[src/rtl/core/pcxrle_pkg.sv]
// ----------------------------------------------------------------------------
// pcxrle_pkg
// Types and constants shared by the PCX run-length decoder modules.
// ----------------------------------------------------------------------------
package pcxrle_pkg;

	localparam int SIDE_W   = 16;
	localparam int ROW_W    = 13;
	localparam int RUN_W    = 6;
	localparam int BYTE_W   = 8;
	localparam int RGB_W    = 24;
	localparam int POS_W    = 12;
	localparam int PAL_DEPTH = 256;

	localparam logic [1:0] CMD_DATA    = 2'd0;
	localparam logic [1:0] CMD_PALETTE = 2'd1;
	localparam logic [1:0] CMD_START   = 2'd2;

	localparam logic [1:0] REG_WIDTH  = 2'd0;
	localparam logic [1:0] REG_HEIGHT = 2'd1;
	localparam logic [1:0] REG_LINE   = 2'd2;

	localparam logic [BYTE_W-1:0] RUN_MARK  = 8'hc0;
	localparam logic [BYTE_W-1:0] RUN_MASK  = 8'h3f;
	localparam logic [BYTE_W-1:0] ALPHA_ONE = 8'hff;

	typedef enum logic [1:0] {
		ST_IDLE,
		ST_RUN,
		ST_CLOSE
	} state_t;

	// effective (clamped) geometry
	typedef struct packed {
		logic [SIDE_W-1:0] width;
		logic [SIDE_W-1:0] height;
		logic [SIDE_W-1:0] line;
	} geom_t;

endpackage

[src/rtl/core/pcxrle_ctrl.sv]
// ----------------------------------------------------------------------------
// pcxrle_ctrl
// Decode sequencer: run header tracking, shared column counter that steps
// one decoded byte per cycle unless m_tready stalls, row close, output register.
// ----------------------------------------------------------------------------
module pcxrle_ctrl
	import pcxrle_pkg::*;
(
	input  logic              clk,
	input  logic              arst_n,
	input  geom_t             geom,
	input  logic              in_valid,
	output logic              in_ready,
	input  logic [1:0]        cmd,
	input  logic [BYTE_W-1:0] coded_byte,
	output logic              pal_re,
	input  logic [RGB_W-1:0]  pal_rgb,
	output logic              m_tvalid,
	input  logic              m_tready,
	output logic [63:0]       m_tdata,  // color_index, red, green, blue, alpha, column, row
	output logic              m_tlast   // last_of_run
);

	state_t state_q, state_d;

	logic [SIDE_W-1:0] col_q;
	logic [ROW_W-1:0]  row_q;
	logic [RUN_W-1:0]  pend_q;
	logic              await_q;
	logic [RUN_W-1:0]  rem_q;
	logic [BYTE_W-1:0] val_q;

	logic              out_valid_q;
	logic [BYTE_W-1:0] out_index_q;
	logic [RGB_W-1:0]  out_rgb_q;
	logic [POS_W-1:0]  out_col_q;
	logic [POS_W-1:0]  out_row_q;
	logic              out_last_q;

	logic accept;
	logic active;
	logic is_header;
	logic take_run;
	logic step;
	logic emit;
	logic in_width;
	logic [SIDE_W-1:0] col_next;

	assign accept    = in_valid && in_ready;
	assign active    = {{(SIDE_W-ROW_W){1'b0}}, row_q} < geom.height;
	assign is_header = (coded_byte & RUN_MARK) == RUN_MARK;
	assign in_width  = col_q < geom.width;
	assign col_next  = col_q + SIDE_W'(1);

	always_comb begin
		state_d = state_q;
		unique case (state_q)
			ST_IDLE: begin
				if (take_run) begin
					state_d = ST_RUN;
				end
			end
			ST_RUN: begin
				if (rem_q == '0) begin
					state_d = ST_CLOSE;
				end
			end
			ST_CLOSE: state_d = ST_IDLE;
			default:  state_d = ST_IDLE;
		endcase
	end

	always_comb begin
		in_ready = (state_q == ST_IDLE);
		take_run = accept && (cmd == CMD_DATA) && active && (await_q || !is_header);
		pal_re   = take_run;
		step     = (state_q == ST_RUN) && (rem_q != '0) &&
		           (!in_width || !out_valid_q || m_tready);
		emit     = step && in_width;
	end

	always_ff @(posedge clk or negedge arst_n) begin
		if (!arst_n) begin
			state_q <= ST_IDLE;
			col_q   <= '0;
			row_q   <= '0;
			pend_q  <= '0;
			await_q <= 1'b0;
			rem_q   <= '0;
		end else begin
			state_q <= state_d;
			if (accept) begin
				unique case (cmd)
					CMD_DATA: begin
						if (active) begin
							if (await_q) begin
								rem_q   <= pend_q;
								pend_q  <= '0;
								await_q <= 1'b0;
							end else if (is_header) begin
								pend_q  <= RUN_W'(coded_byte & RUN_MASK);
								await_q <= 1'b1;
							end else begin
								rem_q <= RUN_W'(1);
							end
						end
					end
					CMD_START: begin
						col_q   <= '0;
						row_q   <= '0;
						pend_q  <= '0;
						await_q <= 1'b0;
					end
					default: ;
				endcase
			end
			if (step) begin
				col_q <= col_next;
				rem_q <= rem_q - RUN_W'(1);
			end
			if (state_q == ST_CLOSE && col_q >= geom.line) begin
				col_q <= '0;
				row_q <= row_q + ROW_W'(1);
			end
		end
	end

	always_ff @(posedge clk) begin
		if (take_run) begin
			val_q <= coded_byte;
		end
	end

	always_ff @(posedge clk or negedge arst_n) begin
		if (!arst_n) begin
			out_valid_q <= 1'b0;
		end else if (emit) begin
			out_valid_q <= 1'b1;
		end else if (m_tready) begin
			out_valid_q <= 1'b0;
		end
	end

	always_ff @(posedge clk) begin
		if (emit) begin
			out_index_q <= val_q;
			out_rgb_q   <= pal_rgb;
			out_col_q   <= col_q[POS_W-1:0];
			out_row_q   <= row_q[POS_W-1:0];
			out_last_q  <= (rem_q == RUN_W'(1)) || (col_next == geom.width);
		end
	end

	assign m_tvalid = out_valid_q;
	assign m_tlast  = out_last_q;
	assign m_tdata  = {out_row_q, out_col_q, ALPHA_ONE,
	                   out_rgb_q[7:0], out_rgb_q[15:8], out_rgb_q[23:16], out_index_q};

endmodule

[config.mk]
export PLATFORM = sky130hd
export DESIGN_NAME = pcxrle_ctrl
export DESIGN_NICKNAME = d
export VERILOG_FILES = /design/src/rtl/core/pcxrle_pkg.sv /design/src/rtl/core/pcxrle_ctrl.sv
export SDC_FILE = /design/constraint.sdc
export NUM_CORES = 1
export LEC_CHECK = 0
export BUFFER_PORTS_ARGS = -buffer_cell sky130_fd_sc_hd__buf_4
export CORE_UTILIZATION = 49
export CTS_CLUSTER_DIAMETER = 80
export CTS_CLUSTER_SIZE = 10
export DETAILED_ROUTE_END_ITERATION = 7
export GPL_ROUTABILITY_DRIVEN = 0
export PLACE_DENSITY = 0.77
export SLEW_MARGIN = 20
export SYNTH_ARGS = -nofsm -noshare
export SYNTH_HDL_FRONTEND = slang
export SYNTH_SLANG_ARGS = --single-unit
[constraint.sdc]
create_clock -name clk -period 3.1 [get_ports clk]
set_input_delay 0.31 -clock clk [delete_from_list [all_inputs] [get_ports clk]]
set_output_delay 0.31 -clock clk [all_outputs]
set_load 0.02 [all_outputs]
==> results.toml <==
[synth]
synth_ff_type = "edfxtp_1"
synth-async-reset-ratio_pct = 40.91
yosysTopAreaCellShare_pct = 31.82
netlist_instances = 570
synthTopCellsByCount = "edfxtp_1 (65), inv_1 (53), nand2_1 (50)"
ys_ff_latch = 110
post-synth-top-count-cell = "edfxtp_1"
synth-edff-count = 65
synth.yosys.warnings = 0
synthDistinctLibCells = 63
synth_top_cell_by_area = "edfxtp_1"
syn_area_um2 = 6133
synth_area_leaders = "edfxtp_1 (32%), dfrtp_1 (18%), ha_1 (10%)"
yosysSeqAreaShare_pct = 50.18
syn_area_per_cell_um2 = 10.76

[global_routing]
grt_overflow = 0
grt_max_degree = 46
grt_util_all_layers_pct = 23.44
antenna_found_initial = 0
grt_first_pass_wirelength_um = 23600
grt_pass1_vias = 5030

[die]
die_h_um = 113.9
start_util_pct = 50.64
placementRows = 40
ios = 154
coreArea_um2 = 12110
dieArea_um2 = 12970
die_w_um = 113.9

[pwr]
p_leak_nw = 3.604
p_sw_mw = 2.264
sw_frac_of_total_pct = 37.50
internal_power_mw = 3.773
power.share.clock_pct = 20.7
ir_drop_uv = 487.3
powerDensity_nw_per_um2 = 774.1
p_comb_share_pct = 40.1
seqPwrFrac_pct = 39.1

[worst_setup_path]
cp_max_fo = 16
arrival_ns = 3.08
cp-end-kind = "register"
worstPathRequired_ns = 3.34
critPathKind = "register to register"
start_kind = "register"

[clock_network]
clkLatencyLatePin_ns = 0.36
clock_path_buffers = 2
cts_buffers = 9
h-tree-depth = 3
cts_tree = "built"
clock_sinks = 110
clkTransAtPathRegs_ns = 0.08
cts_resized = 0
root_buffer = "clkbuf_16"

[run_status]
outcome = "complete, no violations"

[timing]
max_freq_mhz = 352.0
slew_viol_final = 0
post-route-min-period_ns = 2.841
skew_ns = 0.007630
relSlewSlack_pct = 54.65
setup_violations = 0
fin_tns_setup_ns = 0
finalCritPeriodShare_pct = 91.64
tightest_slew_ns = 0.6801
rsz0062_at_grt = "no"
hold_viol_final = 0

[final_layout]
register_area_um2 = 3078
final_nets = 860
fill_cells = 942
multi_input_area_um2 = 2748
syn2layout_area_growth_pct = 27.13
final_cells = 898
diodes = 0
layout-drive-gt1-share_pct = 26.44

[route]
drt_iter0_markers = 476
drc_errors = 0
wl_per_cell_um = 16.56
routed-wl-met3_um = 849
ant_nets = 0
vias = 5052
wl_met2_um = 7229
viasPerCell = 5.626
highest_layer = "met4"
wl_met1_um = 6438
wl_um = 14870
drt_pre_antenna_iters = 5

[placement]
place.port_buffers = 145
dp_cells = 881
post-dp-hpwl_um = 11020

[job]
drv_cap = 0

[min_path]
hold_class = "input port to register"
## worst paths after layout
kind | from | slack [ns] | depth (start not counted) | endpoint
worst min-delay path | pal_rgb[17] | 0.13 | 1 | out_rgb_q[17]$_DFFE_PP_
worst max-delay path | col_q[12]$_DFFE_PN0P_ | 0.26 | 9 | col_q[2]$_DFFE_PN0P_
max in group asynchronous | arst_n | 2.18 | 2 | pend_q[1]$_DFFE_PN0P_
min in group asynchronous | arst_n | 0.51 | 2 | row_q[2]$_DFFE_PN0P_
worst max register to register | col_q[12]$_DFFE_PN0P_ | 0.26 | 9 | col_q[2]$_DFFE_PN0P_
worst min register to register | val_q[6]$_DFFE_PP_ | 0.42 | 0 | out_index_q[6]$_DFFE_PP_
## area by class of cell
type                       instances  share of cell area [%]
tap                              168                   2.696
sequential                       110                   39.47
clock inverter                     7                   1.236
inverter                          53                   2.551
clock buffer                       9                   2.888
timing repair buffer             165                   15.92
multi-input combinational        386                   35.24
## registers in the layout (all words and copies together), names as in the netlist, 2 cells and up
signal,cells
out_row_q,12
col_q,16
out_col_q,12
out_rgb_q,24
rem_q,6
pend_q,6
out_index_q,8
val_q,8
row_q,13
state_q,2
## critical path: stages, from the launching register on
cell and delay [ns]:
dfrtp_1 0.56, ha_1 0.32, nand4_2 0.12, nor3_1 0.09
or4_1 0.57, nor3_2 0.18, buf_4 0.24, nor2_1 0.06
buf_4 0.22, a221o_1 0.36
## logic make-up (layout without fill, tap and decap cells)
kind of cell,count (synthesis),in the layout,synth area share (%)
AO/OA/AOI/OAI,109,109,13.40
XOR/XNOR,20,20,2.856
adder cells (fa/ha/maj),49,49,9.996
buffers and inverters,81,234,5.610
flip-flops,110,110,50.18
multiplexers,18,18,3.039
other,1,8,0.06114
AND/OR/NAND/NOR,182,182,14.85
## cell usage in the layout (no fill, tap or decap), drive strengths merged, types with 13 or more instances in the layout
| master | instances |
|---|---|
| nand3 | 19 |
| nand2 | 50 |
| edfxtp | 65 |
| o21ai | 17 |
| mux2i | 13 |
| nor3 | 21 |
| inv | 54 |
| dfrtp | 45 |
| ha | 49 |
| buf | 164 |
| nor2 | 34 |
| xnor2 | 13 |
| a21oi | 19 |
## per-stage QoR
step / hold WS, ns / area (um2) / total power [mW] / worst slack, ns / util [%]
final: 0.1298 / 7797 / 6.036 / 0.2592 / 64.38
after CTS: 0.1209 / 7797 / 6.054 / 0.2949 / 64.38
after floorplan: 0.01441 / 6161 / 3.822 / 0.5680 / -
after global routing: 0.1204 / 7797 / 6.344 / 0.09406 / 64.38
after detailed placement: 0.3654 / 7466 / 4.793 / 0.2842 / 61.64
after global placement: 0.3538 / 7466 / 4.695 / 0.3546 / 61.64
## power by group through the flow
stage	logic [mW]	clock network [mW]	registers [mW]
final	2.42	1.25	2.36
after global routing	2.61	1.32	2.41
after CTS	2.42	1.27	2.36
after detailed placement	2.40	0	2.39
after global placement	2.33	0	2.37
after floorplan	1.17	0	2.65
## metal layers
layer | up-vias | global-route usage [%]
li1 | 2400 | -
met1 | 2418 | 29.83
met2 | 204 | 38.90
met3 | 30 | 4.091
met4 | 0 | 11.34
met5 | - | 0
## timing repair
action                                 4_1_cts  5_1_grt
setup endpoints to repair                    0        0
buffers inserted                             0        0
hold buffers                                 1        0
endpoints found under the hold margin       45        0
Power figures use the tool's default switching activity.
